### config.mk
export PLATFORM = sky130hd
export DESIGN_NAME = tmh_modu
export DESIGN_NICKNAME = d
export VERILOG_FILES = /design/src/hdl/tmh_pkg.sv /design/src/hdl/tmh_modu.sv
export SDC_FILE = /design/constraint.sdc
export NUM_CORES = 1
export LEC_CHECK = 0
export BUFFER_PORTS_ARGS = -buffer_cell sky130_fd_sc_hd__buf_2
export CAP_MARGIN = 20
export CORE_MARGIN = 8
export CORE_UTILIZATION = 35
export CTS_CLUSTER_DIAMETER = 30
export CTS_CLUSTER_SIZE = 14
export DETAILED_ROUTE_END_ITERATION = 7
export GPL_ROUTABILITY_DRIVEN = 0
export GPL_TIMING_DRIVEN = 0
export HOLD_SLACK_MARGIN = 0.06
export PLACE_DENSITY_LB_ADDON = 0.3
export SLEW_MARGIN = 25
export SYNTH_ARGS = -nofsm -noshare
export SYNTH_HDL_FRONTEND = slang
export SYNTH_SLANG_ARGS = --single-unit
### constraint.sdc
create_clock -name clk -period 8.76 [get_ports clk]
set_input_delay 0 -clock clk [delete_from_list [all_inputs] [get_ports clk]]
set_output_delay 0 -clock clk [all_outputs]
set_load 0.05 [all_outputs]
### src/hdl/tmh_pkg.sv
// Types, codes and constants shared by the timer heap scheduler.
// No dependencies.
`default_nettype none
package tmh_pkg;
  localparam int NUM_TIMERS = 32;
  localparam int ID_W       = 5;
  localparam int TIME_W     = 48;
  localparam int PER_W      = 32;
  localparam int HEAP_AW    = 6;
  localparam int CNT_W      = 6;
  localparam logic [TIME_W-1:0] TIME_MAX = {TIME_W{1'b1}};

  typedef enum logic [1:0] {
    REQ_ADV   = 2'd0,
    REQ_START = 2'd1,
    REQ_STOP  = 2'd2,
    REQ_NONE  = 2'd3
  } req_t;

  typedef enum logic [1:0] {
    ST_OK      = 2'd0,
    ST_IGNORED = 2'd1,
    ST_REFUSED = 2'd2
  } status_t;

  typedef enum logic [3:0] {
    S_IDLE, S_STP_RD, S_STP_CMP, S_SU_RD, S_SU_CMP, S_SD_RD, S_SD_CMP,
    S_ADV_RD, S_ADV_SLOT, S_ADV_EVAL, S_ADV_DIV, S_FLUSH
  } state_t;

  typedef struct packed {
    logic [TIME_W-1:0] exp;
    logic [ID_W-1:0]   slot;
  } heap_entry_t;

  typedef struct packed {
    logic              catch_up;
    logic [PER_W-1:0]  period;
  } slot_cfg_t;

  function automatic logic [TIME_W-1:0] sat_add(input logic [TIME_W-1:0] a,
                                                input logic [TIME_W-1:0] b);
    logic [TIME_W:0] s;
    s = {1'b0, a} + {1'b0, b};
    sat_add = s[TIME_W] ? TIME_MAX : s[TIME_W-1:0];
  endfunction
endpackage
`default_nettype wire

### src/hdl/tmh_modu.sv
// Bit-serial remainder unit: one dividend bit per cycle.
// Depends on tmh_pkg.
`default_nettype none
module tmh_modu
  import tmh_pkg::*;
(
  input  wire logic              clk,
  input  wire logic              rst_n,
  input  wire logic              start,
  input  wire logic [TIME_W-1:0] dividend,
  input  wire logic [PER_W-1:0]  divisor,
  output logic                   done,
  output logic [PER_W-1:0]       rem
);
  localparam int BC_W = $clog2(TIME_W);

  logic              busy_r;
  logic              done_r;
  logic [BC_W-1:0]   bit_r;
  logic [TIME_W-1:0] dv_r;
  logic [PER_W-1:0]  dvs_r;
  logic [PER_W-1:0]  rem_r;
  logic [PER_W:0]    trial;

  assign trial = {rem_r, dv_r[TIME_W-1]};

  always_ff @(posedge clk) begin
    if (!rst_n) begin
      busy_r <= 1'b0;
      done_r <= 1'b0;
    end else begin
      done_r <= 1'b0;
      if (start) begin
        busy_r <= 1'b1;
        bit_r  <= BC_W'(TIME_W - 1);
        dv_r   <= dividend;
        dvs_r  <= divisor;
        rem_r  <= '0;
      end else if (busy_r) begin
        if (trial >= {1'b0, dvs_r}) begin
          rem_r <= PER_W'(trial - {1'b0, dvs_r});
        end else begin
          rem_r <= trial[PER_W-1:0];
        end
        dv_r <= dv_r << 1;
        if (bit_r == '0) begin
          busy_r <= 1'b0;
          done_r <= 1'b1;
        end else begin
          bit_r <= bit_r - 1'b1;
        end
      end
    end
  end

  assign done = done_r;
  assign rem  = rem_r;
endmodule
`default_nettype wire

# Yosys cells after proc, flatten, opt, wreduce, memory -nomap -nowiden
# Cells that the tools add are included.
# word_totals
ff_bits	120
out_inout_bits	33
inputBits	83
wordCells	28
# classes
muxes	10
bitwise_logic	2
eq_ne	1
n_lt_le_gt_ge	1
n_reduce_logical	6
addsub	2
# op_table
operator	count
2-to-1 mux 48 bit	2
2-to-1 mux 32 bit	2
greater-or-equal comparator 33 x 32 -> 1 bit	1
subtractor 32 bit	1
2-to-1 mux 6 bit	2
logical NOT 6 bit	1
subtractor 6 x 1 -> 6 bit, second input constant	1
2-to-1 mux 1 bit	4
AND reduction 2 bit	2
AND reduction 3 bit	1
OR reduction 3 bit	1
inequality test 2 bit, second input constant	1
NOT 1 bit	2
nonzero test 2 bit	1

# Longest topological paths before layout
# Gate-level depths: netlist of run 1.
# logic_depth
ltp_word	4
depth_mapped	15
ltp_nobuf	13

# Least setup slack after synthesis of run 1
# No wires, ideal clock.
# synth_timing
kind	register -> register
start	register rem_r[5] (netlist: rem[5])
end	register rem_r[31] (netlist: rem[31]) (data pin)
path_stages_with_launch	12
setup_ns	0.261
arrival_time_ns	2.983
period_less_slack_ns	3.244
path_slack_ns	5.516
cell_sequence	edfxtp_1 ha_1 a21o_1 a2111oi_1 o31a_1 nor3b_4 a311oi_4 o21a_1 and2_1 buf_6 nor3b_1 a221o_1
# synth_between
elab_chain_cells	3
# synth_rtl
element	line	text
start, declared	tmh_modu.sv:22	logic [PER_W-1:0] rem_r;
start signal, assigned	tmh_modu.sv:41	rem_r <= PER_W'(trial - {1'b0, dvs_r});
start signal, assigned	tmh_modu.sv:43	rem_r <= trial[PER_W-1:0];
subtractor 32 bit or greater-or-equal comparator 33 x 32 -> 1 bit (tied branches)	tmh_modu.sv:41, tmh_modu.sv:40	
2-to-1 mux 32 bit *	tmh_modu.sv:40	if (trial >= {1'b0, dvs_r}) begin
2-to-1 mux 32 bit *	tmh_modu.sv:39	end else if (busy_r) begin
# Every way passes the cells marked *; elsewhere a longest branch is shown, timed or not. The select of a mux whose other input is x is not followed.
# A chain may end at the register's enable or synchronous reset.

# Worst setup path in the final report of run 1
# layout_timing
start	register rem_r[5] (netlist: rem[5])
end	register rem_r[5] (netlist: rem[5]) (data pin)
# layout_between
elab_chain_cells	3
# layout_rtl
element	line
greater-or-equal comparator 33 x 32 -> 1 bit	tmh_modu.sv:40
2-to-1 mux 32 bit	tmh_modu.sv:40
2-to-1 mux 32 bit	tmh_modu.sv:39
# Every way passes these cells. The select of a mux whose other input is x is not followed.

==> flow_summary.toml, run 1 <==
[setup_path]
endpoint_kind = "flop"
crit_fanout = 10
cp-start-kind = "flop"
crit_arrival_ns = 3.72
critPathKind = "flop to flop"
worstPathRequired_ns = 8.90

[die]
die_h_microns = 154
ios = 116
core_area_sq_um = 18800
die_x_microns = 154
num_rows = 50
dieArea_sq_um = 23800
start_util_pct = 35.7

[cells_and_area]
fillers = 1715
antenna_cells = 0
drive_gt1_share_pct = 26.0
syn_to_final_growth_pct = 34.5
nNetsFinal = 896
finalNonFillerCells = 1025

[logic_synthesis]
synth_top_area_cell = "edfxtp_1"
yosysUniqueCellTypes = 55
synth_edf_count = 118
synthesis.nets = 679
async_flop_share_pct = 0
syn_inst = 561
avgSynthCellArea_sq_um = 11.9
synth_area_leaders = "edfxtp_1 (53%), mux2_2 (7.9%), ha_1 (6.3%)"
yosysMostFrequentCell = "edfxtp_1"
synth-seq-cells = 120
yosysWarnings = 0
netlist_top_cells_count = "edfxtp_1 (118), mux2_2 (47), nor2_1 (45), inv_1 (39), a21oi_1 (38)"
synth_flop_cell = "edfxtp_1"
synth-seq-area-share_pct = 53.5
syn_area_sq_um = 6700
synth_top_area_share_pct = 52.9

[timing]
tns_ns = 0
finalMaxSlewViolations = 0
setup_viol = 0
finalCritPeriodShare_pct = 40.9
clock.fmax_mhz = 279
timing.slew.headroom_pct = 43.0
fin_skew_ns = 0.0121
hold_violations = 0
fin_crit_ns = 3.59
rsz0062_at_grt = "false"
worstMarginPinSlew_ns = 0.847
holdWs_ns = 0.0977

[outcome]
outcome = "complete, no violations"

[clock_network]
cts_buffers = 17
clkLatencyLatePin_ns = 0.42
clock_sinks = 120
cts_tree = "yes"
post_cts_resized = 0
ctsLongestPathBuffers = 2
htree_num_levels = 4
cts_root_buffer = "clkbuf_16"
path_clk_slew_ns = 0.06

[routing]
wl_mm = 17.2
drcViolationCount = 0
avgRoutedWirePerCell_microns = 16.8
vias = 5188
drtAntennaViolNets = 0
viasPerCell = 5.06
first_iter_violations = 306
first_pass_iters = 4

[power_and_ir_drop]
power_density_nw_per_um2 = 208
p_total_mw = 1.88
vdd_ir_drop_max_uv = 144
p_leak_nw = 3.68

[grt]
grt_max_degree = 49
grt_pass1_wl_mm = 28.1
grt.total_usage_pct = 14.8
grt-ovfl-total = 0
grt_pass1_vias = 5583
antenna_found_initial = 0

[run]
drv_cap = 0

[hold_path]
hold_class = "input pin to flop"

[placed_design]
dp.cells = 912
dp_hpwl_mm = 11.9
port_buffers = 115
-- state kept, by name, indices dropped and copies added, names as in the netlist --
register,flops
bit_r,6
busy_r,1
done,1
dv_r,48
dvs_r,32
rem,32
-- per-stage QoR --
step / utilization [%] / setup WS (ns) / area, sq um
floorplan: - / 5.52 / 6700
global placement: 40.3 / 4.69 / 7570
detailed placement: 40.6 / 5.29 / 7630
CTS: 48.1 / 5.26 / 9020
global route: 48.1 / 4.97 / 9020
finish: 48.1 / 5.17 / 9020
-- layer usage --
| metal | up-vias | global-route usage, % | part of all wire [%] |
|---|---|---|---|
| li1 | 2522 | - | - |
| met5 | - | 0 | 0 |
| met4 | 0 | 4.15 | 1.4 |
| met3 | 16 | 5.85 | 7.3 |
| met2 | 152 | 25.0 | 47 |
| met1 | 2498 | 17.0 | 44 |
-- cell usage in the layout, fill, tap and decap left out, drive strengths merged, types with 5 or more instances in the layout --
cell	synthesis	final
buf	10	127
edfxtp	118	118
dlygate4sd3	0	81
mux2	47	47
nor2	45	45
inv	39	42
a21oi	38	38
ha	34	34
nand2	31	31
clkbuf	10	28
mux2i	23	23
a21o	17	17
o21ai	16	16
xnor2	15	15
nor3	11	11
nand3	11	11
xor2	11	11
nor4	7	7
clkinv	1	6
nand2b	5	5
nor2b	5	5
and3	5	5
a31oi	5	5
o21a	5	5
-- worst paths after layout --
| path | from | endpoint | slack [ns] | depth (start not counted) |
|---|---|---|---|---|
| min reg2reg | busy_r | done | 0.45 | 2 |
| max | rem[5] | rem[5] | 5.17 | 12 |
| max reg2reg | rem[5] | rem[5] | 5.17 | 12 |
| min | start | rem[31] | 0.1 | 3 |
-- where the power goes --
part | leakage, nW | total [mW] | switching, mW | internal, mW
Combinational | 2.27 | 0.473 | 0.276 | 0.197
Sequential | 1.14 | 0.714 | 0.0232 | 0.691
Clock | 0.269 | 0.690 | 0.270 | 0.420
Total | 3.68 | 1.88 | 0.569 | 1.31
-- cell families (layout without fill, tap and decap cells) --
group           Yosys count  after routing  synth area share (%)
buf+inv                  60            290                  3.92
mux                      70             70                  11.3
compound gates          110            110                  11.0
simple gates            140            140                  10.2
xor+xnor                 26             26                  3.40
flops                   120            120                  53.5
fa+ha+maj                35             35                  6.64
-- worst max-delay path, cell delays in order (launching register included) --
cell and delay, ns:
edfxtp_1 0.42, ha_1 0.41, a21o_1 0.25, a2111oi_1 0.42
o31a_1 0.29, nor3b_4 0.10, a311oi_4 0.42, o21a_1 0.24
and2_1 0.16, buf_6 0.12, buf_6 0.18, mux2i_1 0.23
nor2_1 0.07
-- final cells by class --
cell class                 instances  area [sq um]  share of cell area [%]
tap                              234           293                    3.25
clock inverter                    14           150                    1.66
buffer                            20           113                    1.25
inverter                          40           150                    1.66
timing repair buffer             198          1430                    15.9
multi-input combinational        381          2870                    31.8
clock buffer                      18           429                    4.76
sequential                       120          3580                    39.7
-- timing repair --
item / CTS / global route
hold buffers: 81 / 0
endpoints found under the hold margin: 81 / 0
setup buffers: 0 / 0
Note: power is estimated with default switching activity, not from simulation.
==> run 2: changes to the inputs <==
==> constraint.sdc (replaced) <==
create_clock -name clk -period 3.3 [get_ports clk]
set_input_delay 0 -clock clk [delete_from_list [all_inputs] [get_ports clk]]
set_output_delay 0 -clock clk [all_outputs]
set_load 0.05 [all_outputs]
==> flow_summary.toml, run 2 (synthesis results as in run 1) <==
[run]
drv_cap = 0

[timing]
hold_violations = 0
worstMarginPinSlew_ns = 0.737
finalCritPeriodShare_pct = 95.9
fin_crit_ns = 3.16
finalMaxSlewViolations = 0
tns_ns = 0
timing.slew.headroom_pct = 50.9
setup_viol = 0
fin_skew_ns = 0.0109
clock.fmax_mhz = 316

[clock_network]
cts_root_buffer = "clkbuf_16"
clock_sinks = 120
cts_buffers = 17
clkLatencyLatePin_ns = 0.41
ctsLongestPathBuffers = 2
path_clk_slew_ns = 0.06
cts_tree = "yes"
htree_num_levels = 4

[cells_and_area]
syn_to_final_growth_pct = 36.3
regMostFlops = "dv_r"
nNetsFinal = 902
antenna_cells = 0
largest_reg_flops = 48
drive_gt1_share_pct = 27.9
layout_common_cells = "edfxtp_1 (118), buf_2 (115), dlygate4sd3_1 (81)"
fillers = 1702
mostFrequentLayoutCell = "edfxtp_1"

[setup_path]
reg2reg_depth = 12
slowest_delay_ns = 0.46
crit_fanout = 10
crit_path_top_delay_cell = "edfxtp_1"
reg2reg_slack_ns = 0.14
worstPathRequired_ns = 3.44
r2r-end = "rem[10]"
endpoint_kind = "flop"
cp-start-kind = "flop"
crit_arrival_ns = 3.30
critPathKind = "flop to flop"
path_cells = "ha_2 > nand3_1 > o2111a_1 > nor3b_4 > a311oi_4 > o21a_1 > and2_1 > buf_6 > buf_6 > buf_6 > nand3_1 > o31ai_2"
r2r-start = "rem[1]"
cpMostUsedCell = "buf_6"

[die]
start_util_pct = 35.7
die_h_microns = 154
num_rows = 50
dieArea_sq_um = 23800
ios = 116
core_area_sq_um = 18800
die_x_microns = 154

[placed_design]
port_buffers = 115
dp_hpwl_mm = 11.9

[grt]
grt-ovfl-total = 0
grt_max_degree = 49
antenna_found_initial = 0
grt_pass1_wl_mm = 28.2
grt_pass1_vias = 5595
grt.total_usage_pct = 14.9

[routing]
first_pass_iters = 5
vias = 5221
first_iter_violations = 306
avgRoutedWirePerCell_microns = 16.9
viasPerCell = 5.06
drcViolationCount = 0
wl_mm = 17.4
drtAntennaViolNets = 0

[outcome]
outcome = "complete, no violations"

[hold_path]
min_to = "rem[31]"
hold_class = "input pin to flop"
min_from = "start"
worstHoldPathCells = 3

[power_and_ir_drop]
p_total_mw = 5.03
vdd_ir_drop_max_uv = 381
p_leak_nw = 3.72
power_density_nw_per_um2 = 551
run 2: changes by cell type in the layout (fill, tap and decap cells not counted), sizes merged:
cell / change
buf: +6
run 2: power by group:
group,total (mW),internal (mW),switching [mW]
sequential,1.90,1.83,0.0623
clock,1.83,1.12,0.716
combinational,1.31,0.555,0.751
total,5.03,3.50,1.53
run 2: repair_timing:
action,4_1_cts,5_1_grt
hold buffers,81,0
cloned,0,0
buffers inserted,2,4
endpoints found under the hold margin,81,0
pin swaps,3,7
gates resized for setup,3,10
endpoints found under the setup margin,29,32
run 2: worst max-delay path: cells and delay by family (launching register included):
family          cells  cell delay [ns]
buf+inv             3             0.44
flops               1             0.46
fa+ha+maj           1             0.42
simple gates        4             0.76
compound gates      4             0.81
run 2: how the worst max path moves through the flow:
stage	startpoint	slack (ns)	end	cells after the start
6_report	rem[1]	0.14	rem[10]	12
5_1_grt	rem[5]	-0.09	rem[29]	10
4_1_cts	dv_r[47]	0.02	rem[30]	13
3_5_place_dp	rem[5]	-0.17	rem[5]	12
3_3_place_gp	start	-0.77	bit_r[4]	4
2_1_floorplan	rem[5]	0.06	rem[31]	11
run 2: layer usage:
layer / GRT usage [%] / share of wire, %
met2: 25.3 / 48
met4: 4.29 / 1.5
met3: 5.91 / 7.6
met5: 0 / 0
met1: 17.0 / 43
run 2: metrics by stage:
| step | hold slack [ns] | std cells | util [%] | area (sq um) | worst slack [ns] |
|---|---|---|---|---|---|
| after global routing | 0.104 | 1031 | 48.7 | 9140 | -0.0854 |
| after CTS | 0.0708 | 1027 | 48.2 | 9050 | 0.0206 |
| final | 0.0955 | 1031 | 48.7 | 9140 | 0.136 |
| after detailed placement | 0.178 | 912 | 40.6 | 7630 | -0.171 |
| after floorplan | 0.0989 | 561 | - | 6700 | 0.0558 |
| after global placement | 0.179 | 910 | 40.3 | 7570 | -0.770 |
run 2: area by class of cell:
type / count / area [sq um] / area share [%]
buffer: 20 / 113 / 1.23
clock buffer: 18 / 429 / 4.70
clock inverter: 14 / 150 / 1.64
tap: 234 / 293 / 3.21
multi-input combinational: 381 / 2940 / 32.2
inverter: 40 / 150 / 1.64
timing repair buffer: 204 / 1480 / 16.2
sequential: 120 / 3580 / 39.2
